<file path="config.mk">
export PLATFORM = sky130hd
export DESIGN_NAME = exact_pattern_occurrence_counter
export DESIGN_NICKNAME = d
export VERILOG_FILES = /design/src/rtl/epc_pkg.sv /design/src/rtl/epc_cell.sv /design/src/rtl/epc_pattern_bank.sv /design/src/rtl/exact_pattern_occurrence_counter.sv
export SDC_FILE = /design/constraint.sdc
export NUM_CORES = 1
export LEC_CHECK = 0
export ABC_AREA = 0
export BUFFER_PORTS_ARGS = -buffer_cell sky130_fd_sc_hd__buf_2
export CAP_MARGIN = 20
export CORE_MARGIN = 10
export CORE_UTILIZATION = 41
export DETAILED_ROUTE_END_ITERATION = 12
export PLACE_DENSITY_LB_ADDON = 0.3
export SLEW_MARGIN = 0
export SYNTH_ARGS = -nofsm -noshare
export SYNTH_HDL_FRONTEND = slang
export SYNTH_HIERARCHICAL = 1
export SYNTH_SLANG_ARGS = --single-unit
export TNS_END_PERCENT = 20
</file>
<file path="constraint.sdc">
create_clock -name clk -period 7.7 [get_ports clk]
set_input_delay 0.385 -clock clk [delete_from_list [all_inputs] [get_ports clk]]
set_output_delay 0.385 -clock clk [all_outputs]
set_load 0.03 [all_outputs]
</file>
<file path="src/rtl/epc_pkg.sv">
// ----------------------------------------------------------------------------
// epc_pkg: shared types and constants of the pattern occurrence counter
// Item layouts of both channels, the command codes and the control group
// that the top level hands to every cell of the compare chain.
// ----------------------------------------------------------------------------
package epc_pkg;

  localparam int BYTE_W    = 8;
  localparam int PIDX_W    = 5;
  localparam int LEN_W     = 6;
  localparam int COUNT_W   = 32;
  localparam int LEN_MIN   = 2;
  localparam int LEN_RESET = 2;

  localparam logic CMD_LOAD = 1'b0;
  localparam logic CMD_TEXT = 1'b1;

  typedef struct packed {
    logic              cmd;
    logic [BYTE_W-1:0] byte_value;
    logic [PIDX_W-1:0] pattern_index;
    logic              last_text_byte;
  } epc_in_t;

  typedef struct packed {
    logic               match_here;
    logic [COUNT_W-1:0] match_count;
    logic               final_count;
  } epc_out_t;

  // Control group broadcast to all cells.
  typedef struct packed {
    logic shift_txt;  // a text item shifts into the window
    logic clr;        // the previous text ended: restart the fill
    logic shift_pat;  // realignment shifts one pattern byte in
    logic ld;         // a pattern byte is loaded
    logic cap;        // capture the compare result of the window
  } epc_cell_ctl_t;

  typedef enum logic {
    ST_IDLE,
    ST_ALIGN
  } epc_state_t;

endpackage

</file>
<file path="src/rtl/epc_cell.sv">
// ----------------------------------------------------------------------------
// epc_cell: one position of the compare chain
// Holds one window byte with its fill bit and the pattern byte aligned to
// this position, and registers whether this position agrees with the pattern.
// ----------------------------------------------------------------------------
module epc_cell
  import epc_pkg::*;
#(
  parameter int MAX_PATTERN = 32,
  parameter int IDX         = 0
) (
  input  logic                              clk,
  input  logic                              rst_n,
  input  epc_cell_ctl_t                     ctl,
  input  logic [$clog2(MAX_PATTERN+1)-1:0]  m,
  input  logic [PIDX_W-1:0]                 ld_idx,
  input  logic [BYTE_W-1:0]                 ld_byte,
  input  logic [BYTE_W-1:0]                 win_in,
  input  logic                              vld_in,
  input  logic [BYTE_W-1:0]                 pat_in,
  output logic [BYTE_W-1:0]                 win_out,
  output logic                              vld_out,
  output logic [BYTE_W-1:0]                 pat_out,
  output logic                              ok
);

  localparam logic IS_HEAD = (IDX == 0);

  logic [BYTE_W-1:0] win_r;
  logic [BYTE_W-1:0] pat_r;
  logic              vld_r;
  logic              ok_r;
  logic              ok_nxt;
  logic              wr_here;

  // This cell holds pattern byte m-1-IDX.
  assign wr_here = ((int'(ld_idx) + IDX) == (int'(m) - 1));

  // Positions at or beyond the pattern length always agree.
  assign ok_nxt = (IDX >= int'(m)) || (vld_r && (win_r == pat_r));

  always_ff @(posedge clk) begin
    if (!rst_n) begin
      vld_r <= 1'b0;
    end else if (ctl.shift_txt) begin
      vld_r <= vld_in & (~ctl.clr | IS_HEAD);
    end
  end

  always_ff @(posedge clk) begin
    if (ctl.shift_txt) begin
      win_r <= win_in;
    end
    if (ctl.shift_pat) begin
      pat_r <= pat_in;
    end else if (ctl.ld && wr_here) begin
      pat_r <= ld_byte;
    end
    if (ctl.cap) begin
      ok_r <= ok_nxt;
    end
  end

  assign win_out = win_r;
  assign vld_out = vld_r;
  assign pat_out = pat_r;
  assign ok      = ok_r;

endmodule

</file>
<file path="src/rtl/epc_pattern_bank.sv">
// ----------------------------------------------------------------------------
// epc_pattern_bank: pattern bytes in load order
// One write port for load items and one registered read port that feeds the
// realignment of the compare chain after a length change.
// ----------------------------------------------------------------------------
module epc_pattern_bank
  import epc_pkg::*;
#(
  parameter int MAX_PATTERN = 32
) (
  input  logic                              clk,
  input  logic                              we,
  input  logic [$clog2(MAX_PATTERN)-1:0]    wr_idx,
  input  logic [BYTE_W-1:0]                 wr_data,
  input  logic [$clog2(MAX_PATTERN)-1:0]    rd_idx,
  output logic [BYTE_W-1:0]                 rd_data
);

  logic [BYTE_W-1:0] mem_r [MAX_PATTERN];
  logic [BYTE_W-1:0] rd_data_r;

  always_ff @(posedge clk) begin
    if (we) begin
      mem_r[wr_idx] <= wr_data;
    end
    rd_data_r <= mem_r[rd_idx];
  end

  assign rd_data = rd_data_r;

endmodule

</file>
<file path="src/rtl/exact_pattern_occurrence_counter.sv">
// ----------------------------------------------------------------------------
// exact_pattern_occurrence_counter: counts pattern occurrences in a text
// Load items write pattern bytes, text items shift through a chain of compare
// cells, and each text item returns its match flag and running count.
// ----------------------------------------------------------------------------
// Usage:
//   The input channel (in_valid, in_stall, in_item) takes load items and text
//   items; only text items give a result on the output channel (out_valid,
//   out_stall, out_item). One item is taken every cycle while in_stall is low.
//   A text item's result passes the window cells, then the per-cell compare
//   flags, then the output register with the all-positions AND and the count.
//   A text item with last_text_byte set returns the final count; the window
//   fill and the count restart with the next text item. The pattern is kept.
//   The cfg channel writes the pattern length; cfg_ready is always high.
//   After a write the chain realigns its pattern bytes from the pattern bank,
//   one byte per cycle, and in_stall stays high until the realignment ends.
//   When the receiver stalls, the result waits in the output register, the
//   pipeline fills behind it and in_stall rises once no stage is free.
//   Reset empties the pipeline, the window and the count and sets the length
//   to 2; pattern bytes are undefined until loaded.
// ----------------------------------------------------------------------------
module exact_pattern_occurrence_counter
  import epc_pkg::*;
#(
  parameter int MAX_PATTERN = 32
) (
  input  logic             clk,
  input  logic             rst_n,
  input  logic             in_valid,
  output logic             in_stall,
  input  epc_in_t          in_item,
  output logic             out_valid,
  input  logic             out_stall,
  output epc_out_t         out_item,
  input  logic             cfg_valid,
  output logic             cfg_ready,
  input  logic [LEN_W-1:0] cfg_data
);

  localparam int LW = $clog2(MAX_PATTERN + 1);
  localparam int IW = $clog2(MAX_PATTERN);

  function automatic logic [LW-1:0] clamp_len(input logic [LEN_W-1:0] v);
    int n;
    n = int'(v);
    if (n < LEN_MIN) n = LEN_MIN;
    if (n > MAX_PATTERN) n = MAX_PATTERN;
    return LW'(n);
  endfunction

  epc_state_t         state_r, state_nxt;
  logic [LW-1:0]      m_r;
  logic [LW-1:0]      k_r, k_nxt;
  logic               rd_en;
  logic               rd_vld_r;
  logic               busy;

  logic               s1_vld_r, s1_last_r;
  logic               s2_vld_r, s2_last_r;
  logic               out_vld_r;
  epc_out_t           out_r;
  logic [COUNT_W-1:0] cnt_r;
  logic [COUNT_W-1:0] cnt_new;
  logic               clr_r;

  logic               in_acc, text_acc, load_acc, cfg_acc;
  logic               out_blk, s2_adv, s1_adv;
  logic               hit;
  logic               bank_we;
  logic [BYTE_W-1:0]  bank_rd;
  epc_cell_ctl_t      ctl;

  logic [BYTE_W-1:0]      win_chain [MAX_PATTERN+1];
  logic [BYTE_W-1:0]      pat_chain [MAX_PATTERN+1];
  logic                   vld_chain [MAX_PATTERN+1];
  logic [MAX_PATTERN-1:0] ok_vec;

  // Handshakes and pipeline advance
  assign cfg_ready = 1'b1;
  assign cfg_acc   = cfg_valid & cfg_ready;
  assign busy      = (state_r == ST_ALIGN);

  assign out_blk  = out_vld_r & out_stall;
  assign s2_adv   = s2_vld_r & ~out_blk;
  assign s1_adv   = s1_vld_r & (~s2_vld_r | s2_adv);
  assign in_stall = busy | (s1_vld_r & ~s1_adv);

  assign in_acc   = in_valid & ~in_stall;
  assign text_acc = in_acc & (in_item.cmd == CMD_TEXT);
  assign load_acc = in_acc & (in_item.cmd == CMD_LOAD);
  assign bank_we  = load_acc & (int'(in_item.pattern_index) < MAX_PATTERN);

  assign ctl.shift_txt = text_acc;
  assign ctl.clr       = clr_r;
  assign ctl.shift_pat = rd_vld_r;
  assign ctl.ld        = load_acc;
  assign ctl.cap       = s1_adv;

  // Realignment sequencer: after a length write, pattern bytes 0..m-1 are
  // shifted into the chain head so that cell i ends up with byte m-1-i.
  always_ff @(posedge clk) begin
    if (!rst_n) begin
      state_r  <= ST_IDLE;
      k_r      <= '0;
      rd_vld_r <= 1'b0;
      m_r      <= LW'(LEN_RESET);
    end else begin
      state_r  <= state_nxt;
      k_r      <= k_nxt;
      rd_vld_r <= rd_en;
      if (cfg_acc) begin
        m_r <= clamp_len(cfg_data);
      end
    end
  end

  always_comb begin
    state_nxt = state_r;
    rd_en     = 1'b0;
    k_nxt     = k_r;
    case (state_r)
      ST_IDLE: begin
        rd_en = 1'b0;
      end
      ST_ALIGN: begin
        rd_en = (k_r < m_r);
        if (rd_en) begin
          k_nxt = k_r + LW'(1);
        end else if (!rd_vld_r) begin
          state_nxt = ST_IDLE;
        end
      end
      default: begin
        state_nxt = ST_IDLE;
      end
    endcase
    if (cfg_acc) begin
      state_nxt = ST_ALIGN;
      k_nxt     = '0;
      rd_en     = 1'b0;
    end
  end

  epc_pattern_bank #(
    .MAX_PATTERN(MAX_PATTERN)
  ) u_bank (
    .clk     (clk),
    .we      (bank_we),
    .wr_idx  (IW'(in_item.pattern_index)),
    .wr_data (in_item.byte_value),
    .rd_idx  (k_r[IW-1:0]),
    .rd_data (bank_rd)
  );

  // Compare chain
  assign win_chain[0] = in_item.byte_value;
  assign vld_chain[0] = 1'b1;
  assign pat_chain[0] = bank_rd;

  for (genvar i = 0; i < MAX_PATTERN; i++) begin : g_cell
    epc_cell #(
      .MAX_PATTERN(MAX_PATTERN),
      .IDX        (i)
    ) u_cell (
      .clk     (clk),
      .rst_n   (rst_n),
      .ctl     (ctl),
      .m       (m_r),
      .ld_idx  (in_item.pattern_index),
      .ld_byte (in_item.byte_value),
      .win_in  (win_chain[i]),
      .vld_in  (vld_chain[i]),
      .pat_in  (pat_chain[i]),
      .win_out (win_chain[i+1]),
      .vld_out (vld_chain[i+1]),
      .pat_out (pat_chain[i+1]),
      .ok      (ok_vec[i])
    );
  end

  // Pipeline control
  always_ff @(posedge clk) begin
    if (!rst_n) begin
      s1_vld_r  <= 1'b0;
      s2_vld_r  <= 1'b0;
      out_vld_r <= 1'b0;
      clr_r     <= 1'b0;
      cnt_r     <= '0;
    end else begin
      if (text_acc) begin
        s1_vld_r <= 1'b1;
        clr_r    <= in_item.last_text_byte;
      end else if (s1_adv) begin
        s1_vld_r <= 1'b0;
      end
      if (s1_adv) begin
        s2_vld_r <= 1'b1;
      end else if (s2_adv) begin
        s2_vld_r <= 1'b0;
      end
      if (s2_adv) begin
        out_vld_r <= 1'b1;
        cnt_r     <= s2_last_r ? '0 : cnt_new;
      end else if (out_vld_r && !out_stall) begin
        out_vld_r <= 1'b0;
      end
    end
  end

  assign hit     = &ok_vec;
  assign cnt_new = (hit && (cnt_r != '1)) ? cnt_r + COUNT_W'(1) : cnt_r;

  always_ff @(posedge clk) begin
    if (text_acc) begin
      s1_last_r <= in_item.last_text_byte;
    end
    if (s1_adv) begin
      s2_last_r <= s1_last_r;
    end
    if (s2_adv) begin
      out_r.match_here  <= hit;
      out_r.match_count <= cnt_new;
      out_r.final_count <= s2_last_r;
    end
  end

  assign out_valid = out_vld_r;
  assign out_item  = out_r;

endmodule

</file>
==> results of run 1 <==
==> final cells by class <==
cell class	count	area, um^2	area share, %
Multi-Input combinational cell	2112	18100	35.2
Sequential cell	926	26900	52.3
Timing Repair Buffer	116	821	1.59
Inverter	170	646	1.25
Clock buffer	131	2670	5.19
Clock inverter	41	444	0.862
Tap cell	1488	1860	3.61
==> final timing paths <==
path                                                      to  slack (ns)  depth (start not counted)
worst min-delay path                                  m_r[5]        0.07                          3
worst max-delay path            g_cell[13].u_cell/pat_out[4]        4.32                          5
worst min register to register  g_cell[29].u_cell/win_out[3]        0.46                          0
worst max register to register  g_cell[13].u_cell/pat_out[4]        4.32                          5
==> layout by cell type, fill, tap and decap left out, drive strengths merged, types with 8 or more instances in the layout <==
| cell | instances |
|---|---|
| dfxtp | 90 |
| and3 | 9 |
| or4 | 12 |
| xnor2 | 320 |
| a41oi | 10 |
| clkinv | 33 |
| mux4 | 80 |
| o22ai | 36 |
| nor4 | 43 |
| a211oi | 10 |
| buf | 112 |
| nand2b | 16 |
| xnor3 | 11 |
| edfxtp | 836 |
| xor2 | 248 |
| a31oi | 14 |
| o41ai | 17 |
| a21oi | 53 |
| nand3 | 74 |
| inv | 171 |
| a41o | 23 |
| o21ai | 75 |
| nand2 | 115 |
| a21boi | 11 |
| nor3 | 86 |
| ha | 91 |
| or2 | 8 |
| mux2 | 268 |
| clkbuf | 132 |
| and2 | 41 |
| nor2b | 14 |
| or3 | 25 |
| nand4 | 52 |
| nor3b | 24 |
| nor2 | 133 |
| mux2i | 25 |
| o31ai | 16 |
| o211ai | 14 |
| a21o | 12 |
| nand3b | 14 |
==> power groups by stage <==
| stage | logic [mW] | registers [mW] | clock network, mW |
|---|---|---|---|
| floorplan | 0.702 | 5.81 | 0 |
| finish | 1.01 | 5.68 | 4.53 |
| CTS | 1.02 | 5.69 | 4.64 |
| global route | 1.11 | 5.69 | 4.84 |
| global placement | 0.996 | 5.79 | 0 |
| detailed placement | 1.01 | 5.79 | 0 |
==> worst max-delay path, delay by kind of cell, from the launching register on <==
family,cells,cell delay (ns)
buffers and inverters,1,0.23
flip-flops,1,0.39
AO/OA/AOI/OAI,3,1.27
AND/OR/NAND/NOR,1,0.77
==> metal layers <==
layer | wire (um) | global-route usage [%]
met1 | 46500 | 21.7
met2 | 48500 | 25.8
met3 | 5030 | 2.87
met4 | 1950 | 3.72
met5 | 0 | 0
==> timing repair <==
action	in CTS	in global routing
endpoints found under the hold margin	4	0
hold buffers	3	0
gates resized for setup	0	0
setup buffers	0	0
==> synthesized netlist by cell type (10+ instances only) <==
master,n
a21boi_0,11
a21o_1,11
a21oi_1,51
a31oi_1,14
a41o_1,22
a41oi_1,10
and2_1,38
buf_2,14
clkbuf_1,46
dfxtp_1,90
edfxtp_1,836
ha_1,91
inv_1,168
mux2_1,61
mux2_2,207
mux2i_1,25
mux4_2,80
nand2_1,115
nand2b_1,15
nand3_1,74
nand3b_1,14
nand4_1,51
nor2_1,130
nor2b_1,13
nor3_1,75
nor3b_1,20
nor4_1,39
o211ai_1,14
o21ai_0,68
o22ai_1,36
o31ai_1,16
o41ai_1,12
or3_1,21
xnor2_1,318
xnor3_1,11
xor2_1,246
==> sequential cells by signal (all words and copies together), names as in the netlist, 8 cells and up <==
register / cells
g_cell.u_cell/pat_out: 256
g_cell.u_cell/win_out: 256
u_bank/mem_r: 256
out_item: 34
cnt_r: 32
g_cell.u_cell/ok: 32
g_cell.u_cell/vld_out: 32
u_bank/rd_data: 8
==> cells by family after synthesis <==
logic type,after synthesis,share of synthesized area (%)
flip-flops,926,58.5
AND/OR/NAND/NOR,691,8.41
XOR/XNOR,580,11.5
AO/OA/AOI/OAI,375,5.96
multiplexers,373,11.0
buffers and inverters,249,2.21
adder cells (fa/ha/maj),91,2.47
other,1,0.00815
==> stage by stage <==
stage	power (mW)	setup WS, ns
after floorplan	6.52	0.170
final	11.2	4.32
after CTS	11.3	4.21
after global placement	6.79	3.91
after detailed placement	6.80	3.85
after global routing	11.6	4.20
==> results.toml, run 1 <==
[placed_design]
port-buffer-count = 61
placed_area_mm2 = 0.0483
place_hpwl_um = 63000
place_congestion = 0.771
dp_cells = 4804

[floorplanning]
die_area_mm2 = 0.126
core_mm2 = 0.111
ioPinCount = 63
initial_core_util_pct = 41.4
die_w_um = 355
die_h_um = 355
rows = 122

[sta]
fin_setup_tns_ns = 0
fmax_ghz = 0.295
period_share_pct = 44.0
maxSlewViolCount = 0
skew_ns = 0.0375
final_hold_viol_count = 0
min_period_ns = 3.38
rsz0062_at_grt = "no"
hold_ws_ns = 0.0693
finalSetupViolCount = 0
slew_headroom_pct = 28.5
tightest_slew_ns = 1.06

[pwr]
vdd_ir_drop_max_mv = 0.165
p_int_mw = 8.64
p_sw_mw = 2.58
switching_share_pct = 23.0
leakagePower_nw = 17.3
clkPwrFrac_pct = 40.4
seq_power_share_pct = 50.7
combinationalPowerShare_pct = 9.0
power_density_mw_per_mm2 = 218

[synth]
synthCells = 3286
yosys_warnings = 6
netlist_top_cells_area = "edfxtp_1, xnor2_1, mux2_2"
yosysUniqueCellTypes = 116
synth-main-ff-cell = "edfxtp_1"
ys_ff_latch = 926
synth_area_mm2 = 0.0460
syn_avg_cell_area_um2 = 14.0
synth_top_area_cell = "edfxtp_1"
synth-edff-count = 836
ys_seq_area_share_pct = 58.5
synth_top_cell_area_share_pct = 54.5
synthArstFlopShare_pct = 0

[cts]
clock_path_buffers = 3
cts_tree = "done"
clk_latency_ns = 0.69
cts_root_buffer = "clkbuf_16"
clkTransAtPathRegs_ns = 0.06
clock-sinks = 926
numCtsBuffers = 93
htreeDepth = 3

[worst_setup_path]
r2r_start = "m_r[2]"
end_kind = "register"
cp.required_ns = 7.99
slowest_stage = "o41ai_2"
path_class = "reg -> reg"
timing.critical_path.from = "m_r[2]"
cpPeakStageDelay_ns = 0.93
cp_data_arrival_time_ns = 3.67
path_cells = "buf_12 -> or4_4 -> o21ai_0 -> a221oi_2 -> o41ai_2"
worstPathMaxFanout = 155
crit_path_start_kind = "register"

[grt]
antenna_found_initial = 0
grt_overflow = 0
grt_use_total_pct = 15.8
grt_pass1_wl_um = 159000
grt_pass1_vias = 26782
grt_max_degree = 169

[status]
outcome = "finished clean"

[finish]
final_cells = 4984
n_antenna_cell = 0
final_net_count = 3536
drive_above_1_share_pct = 18.3
fin_area_mm2 = 0.0515
area_delta_synth_final_pct = 11.9
final_util_pct = 46.3
fill_cells = 9786

[detailed_routing]
drtPass1Iterations = 5
finalWirelength_um = 102000
drt_iter0_drc = 1923
ant_nets = 0
vias = 26867
vias_per_cell = 5.39
detail_route.wl_per_cell_um = 20.5
route.detailed.drc = 0

[job]
drv_cap = 0

[worst_hold_path]
holdCritStartpoint = "cfg_data[5]"
min_path_type = "in -> reg"
No activity file was read; power rests on OpenSTA's default activity.
==> run 2, diff against run 1 <==
--- a/config.mk
+++ b/config.mk
@@ -5,7 +5,7 @@
 export SDC_FILE = /design/constraint.sdc
 export NUM_CORES = 1
 export LEC_CHECK = 0
-export ABC_AREA = 0
+export ABC_AREA = 1
 export BUFFER_PORTS_ARGS = -buffer_cell sky130_fd_sc_hd__buf_2
 export CAP_MARGIN = 20
 export CORE_MARGIN = 10
==> constraint.sdc (replaced) <==
create_clock -name clk -period 2.7 [get_ports clk]
set_input_delay 0.135 -clock clk [delete_from_list [all_inputs] [get_ports clk]]
set_output_delay 0.135 -clock clk [all_outputs]
set_load 0.03 [all_outputs]
==> results.toml, run 2 <==
[status]
outcome = "finished clean"

[placed_design]
port-buffer-count = 61
dpl_worst_slack_ns = 0.158
place_congestion = 0.890
place_hpwl_um = 88800

[synth]
ys_top_cells_by_count = "nand2_1, edfxtp_1, inv_1"
yosys_warnings = 6
ys_ff_latch = 926
synth-simple-area-share_pct = 31.3
synthArstFlopShare_pct = 0
synth_xor_area_share_pct = 3.10
synthCells = 6151
yosysUniqueCellTypes = 54
ys_seq_area_share_pct = 52.6
synth_top_family_by_area = "simple AND/OR/NAND/NOR gates"
synth_top_area_cell = "edfxtp_1"
synth-edff-count = 836
synth_adder_area_share_pct = 2.23
synth_mux_area_share_pct = 0.881
synth-main-ff-cell = "edfxtp_1"
syn_avg_cell_area_um2 = 8.31
synth_area_mm2 = 0.0511
synth_compound_area_share_pct = 3.24
synth_top_cell_area_share_pct = 49.1
synth_most_common_cell = "nand2_1"
netlist_top_cells_area = "edfxtp_1, nand2_1, nand3_1"

[pwr]
total_power_mw = 33.1
vdd_ir_drop_max_mv = 0.455
power_density_mw_per_mm2 = 573
leakagePower_nw = 24.8

[floorplanning]
ioPinCount = 63
rows = 129
die_w_um = 373
die_area_mm2 = 0.139
core_mm2 = 0.124
die_h_um = 373
initial_core_util_pct = 41.3

[finish]
final_net_count = 6510
final_common_cell = "nand2_1"
final_util_pct = 46.7
drive_above_1_share_pct = 10.8
final_cell_mix = "nand2_1, edfxtp_1, inv_1, nand3_1, nor2_1"
area_delta_synth_final_pct = 13.1

[grt]
grt_use_total_pct = 18.4
antenna_found_initial = 0
grt_pass1_vias = 38745
grt_overflow = 0
grt_pass1_wl_um = 209000
grt_max_degree = 135

[cts]
clock-sinks = 926
clkTransAtPathRegs_ns = 0.06
clock_path_buffers = 3
numCtsBuffers = 91
cts_root_buffer = "clkbuf_16"
cts_tree = "done"
htreeDepth = 3
post_cts_buffers = 0
clk_latency_ns = 0.69

[sta]
timing.final.ws_setup_ns = 0.184
final_hold_viol_count = 0
min_period_ns = 2.52
rsz0062_at_grt = "no"
skew_ns = 0.0296
period_share_pct = 93.2
maxSlewViolCount = 0
tightest_slew_ns = 0.898
finalSetupViolCount = 0
slew_headroom_pct = 40.2
fmax_ghz = 0.397

[detailed_routing]
drtPass1Iterations = 5
drt_iter0_drc = 3331
finalWirelength_um = 132000
ant_nets = 0
vias_per_cell = 5.06
detail_route.wl_per_cell_um = 16.3
route.detailed.drc = 0
vias = 40977

[worst_hold_path]
min_path_type = "in -> reg"

[worst_setup_path]
cp_data_arrival_time_ns = 2.86
crit_path_start_kind = "register"
cpPeakStageDelay_ns = 0.68
path_cells = "buf_4 -> inv_1 -> ha_1 -> xnor2_1 -> nand2_1 -> inv_1 -> nor2_1 -> nor2_1 -> nand3_1 -> nand2_1"
path_class = "reg -> reg"
cp.required_ns = 3.04
worstPathMaxFanout = 24
end_kind = "register"
slowest_stage = "dfxtp_4"

[job]
drv_cap = 0
[run 2: cell types whose count changed after synthesis, moves of 91 or more]
cell     before   now
nand2_1     115  2488
nand3_1      74   595
inv_1       168   623
nor2_1      130   418
xnor2_1     318   110
mux2_2      207    32
xor2_1      246    71
nand2_2       0    91
[run 2: layer usage]
layer | routed length [um] | share of wire [%] | global-route usage, %
met1 | 59200 | 45 | 24.5
met2 | 61500 | 47 | 30.7
met3 | 7540 | 5.7 | 2.42
met4 | 3530 | 2.7 | 6.29
met5 | 0 | 0 | 0
[run 2: logic make-up after synthesis]
logic type / Yosys count
XOR/XNOR: 181
buffers and inverters: 816
AO/OA/AOI/OAI: 278
multiplexers: 40
AND/OR/NAND/NOR: 3818
other: 1
flip-flops: 926
adder cells (fa/ha/maj): 91
[run 2: worst max-delay path, delay by kind of cell, from the launching register on]
family / cells / cell delay [ns]
adder cells (fa/ha/maj): 1 / 0.24
XOR/XNOR: 1 / 0.21
buffers and inverters: 3 / 0.38
AND/OR/NAND/NOR: 5 / 0.62
flip-flops: 1 / 0.68
[run 2: path summary, 6_finish.rpt]
path	to	slack (ns)	start	cells after the start
hold / removal	u_bank/mem_r[12][1]	0.04	in_item[7]	1
hold reg to reg	s2_last_r	0.43	s1_last_r	0
setup / recovery	g_cell[27].u_cell/pat_out[0]	0.18	m_r[1]	10
setup reg to reg	g_cell[27].u_cell/pat_out[0]	0.18	m_r[1]	10
[run 2: report_power, final]
part	internal [mW]	leakage [nW]	switching (mW)
combinational	1.25	14.9	2.44
sequential	16.0	8.42	0.294
clock	7.66	1.50	5.44
total	24.9	24.8	8.18
[run 2: area by class of cell]
type	instances	area [um^2]
Antenna cell	1	2.50
Clock buffer	117	2480
Clock inverter	50	608
Fill cell	11579	66000
Inverter	715	2690
Multi-Input combinational cell	4410	20800
Sequential cell	926	26900
Tap cell	1637	2050
Timing Repair Buffer	249	2230
[run 2: what timing repair did]
item,4_1_cts,5_1_grt
gates resized for setup,0,4
hold buffers,19,0
setup endpoints to repair,0,31
hold endpoints to repair,24,0
[run 2: per-stage QoR]
stage	std cells	TNS, ns	hold WS, ns	area (um^2)
after floorplan	6152	-1835.23	0.234	51100
after global placement	7917	0	0.355	54500
after detailed placement	7918	0	0.352	54500
after CTS	8104	0	0.00404	57800
after global routing	8104	0	0.0324	57800
final	8105	0	0.0444	57800
